<file path="src/rtl/tklru_pkg.sv">
// Shared types and constants for the tile key LRU cache directory.
package tklru_pkg;

    localparam int ENTRIES_DEF = 8;
    localparam logic [17:0] MAX_TILE_BYTES = 18'd131072;

    typedef enum logic [1:0] {
        FUNC_LOOKUP = 2'd0,
        FUNC_INSERT = 2'd1,
        FUNC_FLUSH  = 2'd2,
        FUNC_CLEAR  = 2'd3
    } func_t;

    typedef struct packed {
        logic        match_found;
        logic        inv_found;
        logic        has_min;
        logic [31:0] min_stamp;
        logic [16:0] match_bytes;
    } srch_t;

    typedef struct packed {
        logic        full;
        logic        stamp_only;
        logic        flush;
        logic [7:0]  zoom;
        logic [15:0] col;
        logic [15:0] row;
        logic [16:0] bytes;
        logic [31:0] stamp;
    } cmd_t;

endpackage

</file>
<file path="src/rtl/tklru_cell.sv">
// One directory entry plus one stage of the search token chain.
module tklru_cell #(
    parameter int ENTRIES = tklru_pkg::ENTRIES_DEF,
    parameter int IDX     = 0
) (
    input  logic                                       clk,
    input  logic                                       rst_n,
    input  logic                                       tin_act,
    input  tklru_pkg::srch_t                           tin,
    input  logic [((ENTRIES > 1) ? $clog2(ENTRIES) : 1)-1:0] tin_match_idx,
    input  logic [((ENTRIES > 1) ? $clog2(ENTRIES) : 1)-1:0] tin_inv_idx,
    input  logic [((ENTRIES > 1) ? $clog2(ENTRIES) : 1)-1:0] tin_min_idx,
    input  logic [$clog2(ENTRIES + 1)-1:0]             tin_count,
    output logic                                       tout_act,
    output tklru_pkg::srch_t                           tout,
    output logic [((ENTRIES > 1) ? $clog2(ENTRIES) : 1)-1:0] tout_match_idx,
    output logic [((ENTRIES > 1) ? $clog2(ENTRIES) : 1)-1:0] tout_inv_idx,
    output logic [((ENTRIES > 1) ? $clog2(ENTRIES) : 1)-1:0] tout_min_idx,
    output logic [$clog2(ENTRIES + 1)-1:0]             tout_count,
    input  tklru_pkg::cmd_t                            cmd,
    input  logic [((ENTRIES > 1) ? $clog2(ENTRIES) : 1)-1:0] cmd_idx
);

    localparam int IDX_W = (ENTRIES > 1) ? $clog2(ENTRIES) : 1;
    localparam int CNT_W = $clog2(ENTRIES + 1);
    localparam logic [IDX_W-1:0] MY_IDX = IDX_W'(IDX);

    logic              valid_reg;
    logic [7:0]        zoom_reg;
    logic [15:0]       col_reg;
    logic [15:0]       row_reg;
    logic [16:0]       bytes_reg;
    logic [31:0]       stamp_reg;

    logic              act_reg;
    tklru_pkg::srch_t  srch_reg;
    tklru_pkg::srch_t  srch_next;
    logic [IDX_W-1:0]  midx_reg;
    logic [IDX_W-1:0]  midx_next;
    logic [IDX_W-1:0]  iidx_reg;
    logic [IDX_W-1:0]  iidx_next;
    logic [IDX_W-1:0]  nidx_reg;
    logic [IDX_W-1:0]  nidx_next;
    logic [CNT_W-1:0]  cnt_reg;
    logic [CNT_W-1:0]  cnt_next;
    logic              key_eq;
    logic              sel;

    always_comb
    begin
        key_eq    = valid_reg && (zoom_reg == cmd.zoom) && (col_reg == cmd.col)
                    && (row_reg == cmd.row);
        srch_next = tin;
        midx_next = tin_match_idx;
        iidx_next = tin_inv_idx;
        nidx_next = tin_min_idx;
        cnt_next  = tin_count + CNT_W'(valid_reg);
        if (!tin.match_found && key_eq)
        begin
            srch_next.match_found = 1'b1;
            srch_next.match_bytes = bytes_reg;
            midx_next             = MY_IDX;
        end
        if (!tin.inv_found && !valid_reg)
        begin
            srch_next.inv_found = 1'b1;
            iidx_next           = MY_IDX;
        end
        if (valid_reg && (!tin.has_min || (stamp_reg < tin.min_stamp)))
        begin
            srch_next.has_min   = 1'b1;
            srch_next.min_stamp = stamp_reg;
            nidx_next           = MY_IDX;
        end
        sel = (cmd_idx == MY_IDX);
    end

    always_ff @(posedge clk or negedge rst_n)
    begin
        if (!rst_n)
        begin
            act_reg   <= 1'b0;
            valid_reg <= 1'b0;
        end
        else
        begin
            act_reg <= tin_act;
            if (cmd.flush)
            begin
                valid_reg <= 1'b0;
            end
            else if (cmd.full && sel)
            begin
                valid_reg <= 1'b1;
            end
        end
    end

    always_ff @(posedge clk)
    begin
        srch_reg <= srch_next;
        midx_reg <= midx_next;
        iidx_reg <= iidx_next;
        nidx_reg <= nidx_next;
        cnt_reg  <= cnt_next;
        if (cmd.full && sel)
        begin
            zoom_reg  <= cmd.zoom;
            col_reg   <= cmd.col;
            row_reg   <= cmd.row;
            bytes_reg <= cmd.bytes;
        end
        if ((cmd.full || cmd.stamp_only) && sel)
        begin
            stamp_reg <= cmd.stamp;
        end
    end

    assign tout_act       = act_reg;
    assign tout           = srch_reg;
    assign tout_match_idx = midx_reg;
    assign tout_inv_idx   = iidx_reg;
    assign tout_min_idx   = nidx_reg;
    assign tout_count     = cnt_reg;

endmodule

</file>
<file path="src/rtl/tile_key_lru_cache_directory.sv">
// Top level of the tile key LRU cache directory: request control, cell chain, result register.
//
//   channel | handshake          | payload
//   --------+--------------------+------------------------------------------------------
//   in      | in_valid, in_stall | func, zoom, tile_x, tile_y, tile_size
//   out     | out_valid,out_stall| hit, slot, stored_size, accepted, use_fallback,
//           |                    | valid_count
//
// One request at a time: after transfer, the launch register starts the search token, which walks
// the cell chain one cell per cycle; the capture register then takes the chain result, and the
// commit writes the result register. No new request is taken until the previous one has committed.
// The next request transfers in the cycle after commit, while the result may still wait.
// Reset clears all valid bits, the tick and control; no clearing pass.
// A stalled result holds the commit of the following request until it drains.
module tile_key_lru_cache_directory #(
    parameter int ENTRIES = tklru_pkg::ENTRIES_DEF
) (
    input  logic        clk,
    input  logic        rst_n,
    input  logic        in_valid,
    output logic        in_stall,
    input  logic [1:0]  func,
    input  logic [7:0]  zoom,
    input  logic [15:0] tile_x,
    input  logic [15:0] tile_y,
    input  logic [17:0] tile_size,
    output logic        out_valid,
    input  logic        out_stall,
    output logic        hit,
    output logic [2:0]  slot,
    output logic [17:0] stored_size,
    output logic        accepted,
    output logic        use_fallback,
    output logic [3:0]  valid_count
);

    localparam int IDX_W = (ENTRIES > 1) ? $clog2(ENTRIES) : 1;
    localparam int CNT_W = $clog2(ENTRIES + 1);

    typedef enum logic [2:0] {
        S_IDLE = 3'b001,
        S_RUN  = 3'b010,
        S_FIN  = 3'b100
    } state_t;

    state_t             state_reg;
    state_t             state_next;
    logic               start_reg;
    logic [31:0]        tick_reg;
    logic [31:0]        tick_next;
    logic [31:0]        tick_inc;

    tklru_pkg::func_t   func_reg;
    logic [7:0]         zoom_reg;
    logic [15:0]        x_reg;
    logic [15:0]        y_reg;
    logic [17:0]        size_reg;

    tklru_pkg::srch_t   fin_reg;
    logic [IDX_W-1:0]   fin_midx_reg;
    logic [IDX_W-1:0]   fin_iidx_reg;
    logic [IDX_W-1:0]   fin_nidx_reg;
    logic [CNT_W-1:0]   fin_cnt_reg;

    logic               out_valid_reg;
    logic               hit_reg;
    logic [2:0]         slot_reg;
    logic [17:0]        size_out_reg;
    logic               accepted_reg;
    logic               fallback_reg;
    logic [CNT_W-1:0]   cnt_reg;

    logic               accept;
    logic               out_free;
    logic               commit;
    logic               size_ok;
    logic               wr_full;
    logic               wr_stamp;
    logic               wr_flush;
    logic               res_hit;
    logic [2:0]         res_slot;
    logic [17:0]        res_size;
    logic               res_acc;
    logic               res_fb;
    logic [CNT_W-1:0]   res_cnt;
    logic [IDX_W-1:0]   idx_sel;
    logic [31:0]        tick_new;

    tklru_pkg::cmd_t    cmd;
    logic [IDX_W-1:0]   cmd_idx;

    logic [ENTRIES:0]   ch_act;
    tklru_pkg::srch_t   ch_srch [ENTRIES+1];
    logic [IDX_W-1:0]   ch_midx [ENTRIES+1];
    logic [IDX_W-1:0]   ch_iidx [ENTRIES+1];
    logic [IDX_W-1:0]   ch_nidx [ENTRIES+1];
    logic [CNT_W-1:0]   ch_cnt  [ENTRIES+1];

    assign ch_act[0]  = start_reg;
    assign ch_srch[0] = '0;
    assign ch_midx[0] = '0;
    assign ch_iidx[0] = '0;
    assign ch_nidx[0] = '0;
    assign ch_cnt[0]  = '0;

    for (genvar g = 0; g < ENTRIES; g++)
    begin : g_cell
        tklru_cell #(
            .ENTRIES (ENTRIES),
            .IDX     (g)
        ) u_cell (
            .clk            (clk),
            .rst_n          (rst_n),
            .tin_act        (ch_act[g]),
            .tin            (ch_srch[g]),
            .tin_match_idx  (ch_midx[g]),
            .tin_inv_idx    (ch_iidx[g]),
            .tin_min_idx    (ch_nidx[g]),
            .tin_count      (ch_cnt[g]),
            .tout_act       (ch_act[g+1]),
            .tout           (ch_srch[g+1]),
            .tout_match_idx (ch_midx[g+1]),
            .tout_inv_idx   (ch_iidx[g+1]),
            .tout_min_idx   (ch_nidx[g+1]),
            .tout_count     (ch_cnt[g+1]),
            .cmd            (cmd),
            .cmd_idx        (cmd_idx)
        );
    end

    always_comb
    begin
        in_stall = (state_reg != S_IDLE);
        accept   = in_valid && !in_stall;
        out_free = !out_valid_reg || !out_stall;
        commit   = (state_reg == S_FIN) && out_free;
        size_ok  = (size_reg != 18'd0) && (size_reg <= tklru_pkg::MAX_TILE_BYTES);
        tick_inc = tick_reg + 32'd1;

        tick_new = tick_reg;
        wr_full  = 1'b0;
        wr_stamp = 1'b0;
        wr_flush = 1'b0;
        idx_sel  = fin_midx_reg;
        res_hit  = 1'b0;
        res_slot = 3'd0;
        res_size = 18'd0;
        res_acc  = 1'b0;
        res_fb   = 1'b0;
        res_cnt  = '0;

        case (func_reg)
            tklru_pkg::FUNC_LOOKUP:
            begin
                res_cnt = fin_cnt_reg;
                if (fin_reg.match_found)
                begin
                    wr_stamp = 1'b1;
                    tick_new = tick_inc;
                    res_hit  = 1'b1;
                    res_slot = 3'(fin_midx_reg);
                    res_size = {1'b0, fin_reg.match_bytes} + 18'd1;
                end
                else
                begin
                    res_fb = 1'b1;
                end
            end
            tklru_pkg::FUNC_INSERT:
            begin
                res_cnt = fin_cnt_reg;
                if (size_ok)
                begin
                    if (fin_reg.match_found)
                    begin
                        idx_sel = fin_midx_reg;
                    end
                    else if (fin_reg.inv_found)
                    begin
                        idx_sel = fin_iidx_reg;
                        res_cnt = fin_cnt_reg + CNT_W'(1);
                    end
                    else
                    begin
                        idx_sel = fin_nidx_reg;
                    end
                    wr_full  = 1'b1;
                    tick_new = tick_inc;
                    res_acc  = 1'b1;
                    res_slot = 3'(idx_sel);
                end
            end
            tklru_pkg::FUNC_FLUSH:
            begin
                wr_flush = 1'b1;
            end
            tklru_pkg::FUNC_CLEAR:
            begin
                wr_flush = 1'b1;
                tick_new = 32'd0;
            end
            default:
            begin
                res_cnt = '0;
            end
        endcase

        tick_next = commit ? tick_new : tick_reg;

        cmd.full       = commit && wr_full;
        cmd.stamp_only = commit && wr_stamp;
        cmd.flush      = commit && wr_flush;
        cmd.zoom       = zoom_reg;
        cmd.col        = x_reg;
        cmd.row        = y_reg;
        cmd.bytes      = 17'(size_reg - 18'd1);
        cmd.stamp      = tick_inc;
        cmd_idx        = idx_sel;

        state_next = state_reg;
        case (state_reg)
            S_IDLE:
            begin
                if (accept)
                begin
                    state_next = S_RUN;
                end
            end
            S_RUN:
            begin
                if (ch_act[ENTRIES])
                begin
                    state_next = S_FIN;
                end
            end
            S_FIN:
            begin
                if (commit)
                begin
                    state_next = S_IDLE;
                end
            end
            default:
            begin
                state_next = S_IDLE;
            end
        endcase
    end

    always_ff @(posedge clk or negedge rst_n)
    begin
        if (!rst_n)
        begin
            state_reg     <= S_IDLE;
            start_reg     <= 1'b0;
            tick_reg      <= 32'd0;
            out_valid_reg <= 1'b0;
        end
        else
        begin
            state_reg <= state_next;
            start_reg <= accept;
            tick_reg  <= tick_next;
            if (commit)
            begin
                out_valid_reg <= 1'b1;
            end
            else if (!out_stall)
            begin
                out_valid_reg <= 1'b0;
            end
        end
    end

    always_ff @(posedge clk)
    begin
        if (accept)
        begin
            func_reg <= tklru_pkg::func_t'(func);
            zoom_reg <= zoom;
            x_reg    <= tile_x;
            y_reg    <= tile_y;
            size_reg <= tile_size;
        end
        if ((state_reg == S_RUN) && ch_act[ENTRIES])
        begin
            fin_reg      <= ch_srch[ENTRIES];
            fin_midx_reg <= ch_midx[ENTRIES];
            fin_iidx_reg <= ch_iidx[ENTRIES];
            fin_nidx_reg <= ch_nidx[ENTRIES];
            fin_cnt_reg  <= ch_cnt[ENTRIES];
        end
        if (commit)
        begin
            hit_reg      <= res_hit;
            slot_reg     <= res_slot;
            size_out_reg <= res_size;
            accepted_reg <= res_acc;
            fallback_reg <= res_fb;
            cnt_reg      <= res_cnt;
        end
    end

    assign out_valid    = out_valid_reg;
    assign hit          = hit_reg;
    assign slot         = slot_reg;
    assign stored_size  = size_out_reg;
    assign accepted     = accepted_reg;
    assign use_fallback = fallback_reg;
    assign valid_count  = 4'(cnt_reg);

    a_accept_runs: assert property (@(posedge clk) disable iff (!rst_n)
        accept |=> (state_reg == S_RUN))
        else $error("transfer did not start a search");

    a_token_in_run: assert property (@(posedge clk) disable iff (!rst_n)
        ch_act[ENTRIES] |-> (state_reg == S_RUN))
        else $error("search token left the chain outside the run state");

    a_result_exclusive: assert property (@(posedge clk) disable iff (!rst_n)
        out_valid_reg |-> (!(hit_reg && fallback_reg) && !(hit_reg && accepted_reg)))
        else $error("conflicting result flags");

    a_count_bound: assert property (@(posedge clk) disable iff (!rst_n)
        out_valid_reg |-> (cnt_reg <= CNT_W'(ENTRIES)))
        else $error("valid count above entry count");

endmodule
</file>
<file path="config.mk">
export PLATFORM = sky130hd
export DESIGN_NAME = tile_key_lru_cache_directory
export DESIGN_NICKNAME = d
export VERILOG_FILES = /design/src/rtl/tklru_pkg.sv /design/src/rtl/tklru_cell.sv /design/src/rtl/tile_key_lru_cache_directory.sv
export SDC_FILE = /design/constraint.sdc
export NUM_CORES = 2
export LEC_CHECK = 0
export ABC_CLOCK_PERIOD_IN_PS = 11700
export BUFFER_PORTS_ARGS = -buffer_cell sky130_fd_sc_hd__buf_2
export CORE_MARGIN = 3
export CORE_UTILIZATION = 45
export DETAILED_ROUTE_END_ITERATION = 10
export PLACE_DENSITY = 0.59
export SYNTH_ARGS = -nofsm -noshare
export SYNTH_HDL_FRONTEND = slang
export SYNTH_SLANG_ARGS = --single-unit
</file>
<file path="constraint.sdc">
create_clock -name clk -period 11.7 [get_ports clk]
set_clock_uncertainty 0.15 [all_clocks]
set_input_delay 0 -clock clk [delete_from_list [all_inputs] [get_ports clk]]
set_output_delay 0 -clock clk [all_outputs]
set_load 0.05 [all_outputs]
</file>
# --- Word-level counts from Yosys, hierarchy flattened ---
# Cells that the tools add are included.
op_classes:
  n_reduce_logical: 124
  magnitude_cmp: 8
  muxes: 61
  n_eq_ne: 44
  add_sub_neg: 11
op_table:
  columns: ["cell", "count"]
  rows:
  - ["$eq 16x16->1", 16]
  - ["$mux 32", 8]
  - ["$lt 32x32->1", 7]
  - ["$mux 17", 7]
  - ["$pmux 32 s3", 1]
  - ["$logic_and 1x1->1", 68]
  - ["$eq 8x8->1", 8]
  - ["$mux 33", 1]
  - ["$add 32x1->32 const B", 1]
  - ["$logic_not 1->1", 31]
  - ["$mux 1", 29]
  - ["$mux 3", 9]
  - ["$add 4x1->4", 6]
  - ["$add 17x1->18 const B", 1]
  - ["$le 18x18->1 const B", 1]
  - ["$reduce_bool 18->1", 1]
  - ["$sub 17x1->17 const B", 1]
  - ["$reduce_bool 2->1", 8]
  - ["$eq 3x3->1 const B", 5]
  - ["$mux 4", 3]
  - ["$eq 3x2->1 const B", 3]
  - ["$logic_or 1x1->1", 9]
  - ["$pmux 3 s3", 1]
  - ["$ne 2x2->1 const B", 4]
  - ["other kinds (16)", 19]
word_totals:
  input_bits: 64
  register_bits: 1348
  word_cells: 393
  out_inout_bits: 30

# --- Longest topological paths before layout ---
depth:
  ltp_word: 8
  ltp_mapped: 9
  depth_no_buf: 8

# --- By module ---
# Synthesis repeated with hierarchy kept, for this count alone.
unflattened:
  hier_cells: 4923
  area_unflattened_um2: 61631.6
by_module_without_submodules:
  columns: ["module", "area_each_um2", "n_inst", "cells_each", "seq_area_each_um2"]
  rows:
  - ["tklru_cell (g_cell[3].u_cell ...)", 6934.2, 3, 569, 4023.9]
  - ["tklru_cell (g_cell[2].u_cell ...)", 6961.7, 2, 566, 4023.9]
  - ["tile_key_lru_cache_directory", 6976.7, 1, 553, 4530.6]
  - ["tklru_cell (g_cell[0].u_cell)", 6959.2, 1, 566, 4023.9]
  - ["tklru_cell (g_cell[1].u_cell)", 6957.9, 1, 567, 4023.9]
  - ["tklru_cell (g_cell[7].u_cell)", 6012.0, 1, 398, 4023.9]

# --- Least setup slack after synthesis ---
# Ideal clock, no wire load.
synth_path:
  path_kind: "reg-to-reg"
  startpoint: "reg out_valid_reg (netlist: out_valid)"
  endpoint: "reg g_cell[5].u_cell.stamp_reg[0], enable pin"
  setup_time_ns: 0.390
  t_arrival_ns: 6.739
  synth_period_minus_slack_ns: 7.279
  required_ns: 11.160
  n_path_buf: 0
  path_stages_with_launch: 7
  slack_ns: 4.421
  path_cell_list: "dfrtp_1 > nand2_1 > nand2_1 > inv_1 > nand4_1 > nor3_1 > a41o_1"
synth_between:
  elab_chain_cells: 6
  word_cells_on_any_way: 7
  cone_classes: "reduce/logical (7)"
synth_rtl:
  columns: ["element", "line", "rtl"]
  rows:
  - ["from (decl)", "tile_key_lru_cache_directory.sv:65", "logic out_valid_reg;"]
  - ["from (signal assigned)", "tile_key_lru_cache_directory.sv:257", "out_valid_reg <= 1'b0;"]
  - ["from (signal assigned)", "tile_key_lru_cache_directory.sv:266", "out_valid_reg <= 1'b1;"]
  - ["from (signal assigned)", "tile_key_lru_cache_directory.sv:270", "out_valid_reg <= 1'b0;"]
  - ["$logic_not 1->1 *", "tile_key_lru_cache_directory.sv:135", "out_free = !out_valid_reg || !out_stall;"]
  - ["$logic_or 1x1->1 *", "tile_key_lru_cache_directory.sv:135", null]
  - ["$logic_and 1x1->1 *", "tile_key_lru_cache_directory.sv:136", "commit = (state_reg == S_FIN) && out_free;"]
  - ["net commit", "tile_key_lru_cache_directory.sv:75", "logic commit;"]
  - ["$logic_and 1x1->1, on equally long branches", "tile_key_lru_cache_directory.sv:210, tile_key_lru_cache_directory.sv:211", null]
  - ["$logic_or 1x1->1 *", "tklru_cell.sv:113", "if ((cmd.full || cmd.stamp_only) && sel)"]
  - ["$logic_and 1x1->1 *", "tklru_cell.sv:113", null]
  - ["to (signal assigned)", "tklru_cell.sv:115", "stamp_reg <= cmd.stamp;"]
  - ["to (decl)", "tklru_cell.sv:33", "logic [31:0] stamp_reg;"]
# The timed path passes the listed nets; every way through them passes the cells marked *.
# A chain may end at the register's enable or synchronous reset.

# --- Final worst setup path ---
layout_path:
  startpoint: "reg size_reg[4]"
  endpoint: "reg g_cell[3].u_cell.stamp_reg[23], enable pin"
layout_between:
  elab_chain_cells: 7
  word_cells_on_any_way: 11
  cone_classes: "order compare (1); eq/ne (1); mux (4); reduce/logical (5)"
layout_rtl:
  columns: ["element", "line", "rtl"]
  rows:
  - ["from (decl)", "tile_key_lru_cache_directory.sv:57", "logic [17:0] size_reg;"]
  - ["from (signal assigned)", "tile_key_lru_cache_directory.sv:283", "size_reg <= tile_size;"]
  - ["$le 18x18->1 / $reduce_bool 18->1 (equally long branches)", "tile_key_lru_cache_directory.sv:137", "size_ok = (size_reg != 18'd0) && (size_reg <= tklru_pkg::MAX_TILE_BYTES);"]
  - ["$logic_and 1x1->1 *", "tile_key_lru_cache_directory.sv:137", null]
  - ["branches (longest 4 deep; another with $mux 3)", null, null]
  - ["$logic_and 1x1->1 *", "tklru_cell.sv:113", null]
  - ["to (signal assigned)", "tklru_cell.sv:115", null]
  - ["to (decl)", "tklru_cell.sv:33", null]
# Mark *: on every way between the ends.

==> PnR_summary.wiki <==
{| class="wikitable"
! Metric !! Value
|-
| Design Power || 10.63 mW
|-
| Measured slew at the worst slew-check pin || 1.320 ns
|-
| Highest clock frequency the design can meet || 210.9 MHz
|-
| Clock latency on the worst-skew pair || 0.74 ns
|-
| Dominant cell by count in the synthesized netlist || edfxtp_1
|-
| Detailed-placement wirelength estimate || 77630 um
|-
| Worst VDD drop || 0.1801 mV
|-
| Violation count after the first detailed-routing iteration || 2214
|-
| Unrepaired setup endpoints after global routing || false
|-
| Total vias in the final route || 30970
|-
| Slew HR || 0.1140
|-
| WL per Instance || 20.67 um
|-
| Power per unit of standard cell area || 169.1 nW/um^2
|-
| Final TNS setup || 0 ns
|-
| Leading register cell type out of synthesis || edfxtp_1
|-
| Layout cells sized above 1 || 0.1709
|-
| Total standard cell area after synthesis || 54180 um^2
|-
| Unique cell type count in the Yosys netlist || 80
|-
| Synth area leader || edfxtp_1
|-
| FF+latch count, synth || 1344
|-
| Worst setup margin || 6.959 ns
|-
| Critical Path Slowest Stage Cell || a31o_2
|-
| CTS H-tree lvls || 4
|-
| Worst slack at placement || 6.962 ns
|-
| Clock tree from TritonCTS || done
|-
| Antenna violations before repair || 7
|-
| Flip-flop count of the largest register, all copies and words added || 382
|-
| Width of the chip || 353.0 um
|-
| Number of nets in the final layout || 4555
|-
| Sequential cell area fraction in the yosys report || 0.6553
|-
| Adder-cell share of the synthesized area || 0.05520
|-
| Mux cell area share after synthesis || 0.06432
|-
| Min cycle time layout || 4.741 ns
|-
| DRC violations left || 0
|-
| Port-buffer cells || 93
|-
| Number of warnings issued by yosys || 0
|-
| Number of cells upsized or downsized after cts || 0
|-
| DRT antenna net count || 0
|-
| Final Max Slew Viols || 0
|-
| Vertical die dimension || 353.0 um
|-
| Type of the worst setup path || register to register
|-
| Compound-gate portion of the synthesized area || 0.05411
|-
| CTS clock-pin slew for the worst setup and hold paths || 0.06 ns
|-
| Area post-placement || 56930 um^2
|-
| Synth top area cells || edfxtp_1 (46%), dfxtp_1 (17%), ha_1 (5.5%), mux2_2 (5.0%), xor2_1 (4.1%)
|-
| Capture point of the worst reg-to-reg path || g_cell[3].u_cell.stamp_reg[23]
|-
| Synthesized-area fraction occupied by and/or/nand/nor cells || 0.07889
|-
| Launching element type of the critical path || register
|-
| Area of the core || 118700 um^2
|-
| Share of the cycle needed by the critical path after routing || 0.4052
|-
| Worst hold start || in_valid
|-
| Fraction of synthesized cell area in xor and xnor cells || 0.06159
|-
| Hold violation count in the final report || 0
|-
| Share of flip-flops with an asynchronous set or reset || 0.03943
|-
| Synthesized net count || 4246
|-
| Row Count || 126
|-
| CP Capture Type || register
|-
| Hold buffer count at cts || 127
|-
| Post-route cell area || 62840 um^2
|-
| Vias in the first global route || 30740
|-
| Data arrival time of the critical path || 4.93 ns
|-
| Min-Delay Path Class || input pin to register
|-
| Global route total overflow || 0
|-
| Post-CTS Setup Inserts || 0
|-
| Number of clock sinks || 1344
|-
| Hold path depth || 5
|-
| Maximum number of pins on one net before global-route repair || 74
|-
| Launching point of the worst reg2reg path || size_reg[4]
|-
| Yosys top cell area share || 0.4612
|-
| First-pass GRT wire length || 187400 um
|-
| MaxCap Viol Count || 0
|-
| Leak pwr || 23.55 nW
|-
| Most used standard cells in the synthesized netlist || edfxtp_1 (832), dfxtp_1 (459), inv_1 (255)
|-
| Maximum fanout count along the critical path || 59
|-
| Hold path endpoint || state_reg[1]
|-
| GRT Resource Usage Total || 0.1971
|-
| FF-to-FF path depth || 7
|-
| Combinational family with the most area after synthesis || simple AND/OR/NAND/NOR gates
|-
| Die ar. || 124600 um^2
|-
| Status || finished clean
|-
| Relative area change from synthesis to final layout || 15.99%
|-
| Required time at the endpoint of the critical path || 11.89 ns
|-
| DR pass1 iterations || 5
|-
| CP cell instances || nor4_1 > nand4_1 > o21ai_0 > nand4bb_1 > nor3_2 > buf_4 > a31o_2
|-
| Final setup violation count || 0
|-
| Total wirelength of the detailed-routed design || 123500 um
|-
| Starting Density || 0.4564
|-
| Number of instances in the synthesized netlist || 3943
|-
| Mean Syn Cell Area || 13.74 um^2
|-
| Setup slack of the most critical reg-to-reg path || 6.96 ns
|-
| Deepest clock path buffer count || 3
|-
| Clk Tree Root Cell || clkbuf_16
|-
| Number of enable flip-flop cells after synthesis || 832
|-
| Number of vias per cell || 5.184
|-
| Top-level I/O count || 94
|-
| CTS buffer count || 145
|-
| Routability Congestion || 0.8081
|-
| Crit-path max cell delay || 0.91 ns
|}
-- worst max-delay path by stage --
| stage | end | slack [ns] | from | cells after the start |
|---|---|---|---|---|
| floorplan | g_cell[5].u_cell.stamp_reg[0] | 4.42 | out_valid | 6 |
| finish | g_cell[3].u_cell.stamp_reg[23] | 6.96 | size_reg[4] | 7 |
| detailed placement | g_cell[3].u_cell.stamp_reg[24] | 6.96 | size_reg[3] | 7 |
| CTS | g_cell[3].u_cell.stamp_reg[12] | 6.94 | size_reg[3] | 7 |
| global placement | g_cell[3].u_cell.stamp_reg[24] | 7.03 | size_reg[3] | 7 |
| global route | g_cell[3].u_cell.stamp_reg[27] | 6.62 | size_reg[3] | 7 |
-- critical path, delay by kind of cell, from the launching register on --
| family | cells | cell delay (ns) |
|---|---|---|
| AO/OA/AOI/OAI | 2 | 1.38 |
| buffers and inverters | 1 | 0.71 |
| flip-flops | 1 | 0.45 |
| AND/OR/NAND/NOR | 4 | 1.58 |
-- report_power, final --
part	total, mW	switching (mW)	internal [mW]
Sequential	5.32	0.0828	5.23
Clock	4.41	1.85	2.56
Combinational	0.902	0.584	0.317
-- per-layer routing --
metal / wire length [um] / global-route usage / share of wire / vias to the layer above
li1: - / - / - / 14900
met1: 58640 / 0.2785 / 0.47 / 15210
met2: 55900 / 0.3081 / 0.45 / 671
met3: 4774 / 0.02851 / 0.039 / 200
met4: 4139 / 0.07669 / 0.034 / 0
met5: 0 / 0 / 0 / -
-- kinds of logic (layout without fill, tap and decap cells) --
kind of cell    after synthesis  count (layout)
mux                         314             314
flops                      1344            1344
simple gates                816             816
other cells                   0               2
xor+xnor                    381             381
fa+ha+maj                   239             239
buf+inv                     409             838
compound gates              440             440
-- cells in the final DEF (no fill, tap or decap), types with 26 or more instances in the layout --
cell type	count
dfxtp_1	457
mux2_2	241
buf_4	96
nor2_1	89
nand2b_1	26
nand4_1	125
xor2_1	249
inv_1	255
dlygate4sd3_1	127
buf_2	93
a21oi_1	105
xnor2_1	121
and2_1	57
mux2i_1	65
a311o_1	65
dfrtp_1	50
clkbuf_16	151
or2_2	34
clkbuf_1	40
o21ai_0	148
nand3_1	52
edfxtp_1	832
nand2_1	250
ha_1	239
nor4_1	62
-- final cells by class --
type	instances	area, um^2
Tap cell	1600	2002
Antenna cell	2	5.005
Fill cell	9845	55870
Inverter	255	957.2
Timing Repair Buffer	316	2457
Sequential cell	1344	35510
Multi-Input combinational cell	2190	17280
Clock buffer	208	4163
Clock inverter	59	465.4
-- stage by stage --
stage	hold slack, ns	std cells	utilization
global placement	0.02637	5578	0.4796
finish	0.1284	5974	0.5293
CTS	0.06639	5972	0.5293
detailed placement	0.02809	5578	0.4796
floorplan	-0.4456	3943	-
global route	0.1622	5972	0.5293
Power figures use the tool's default switching activity.
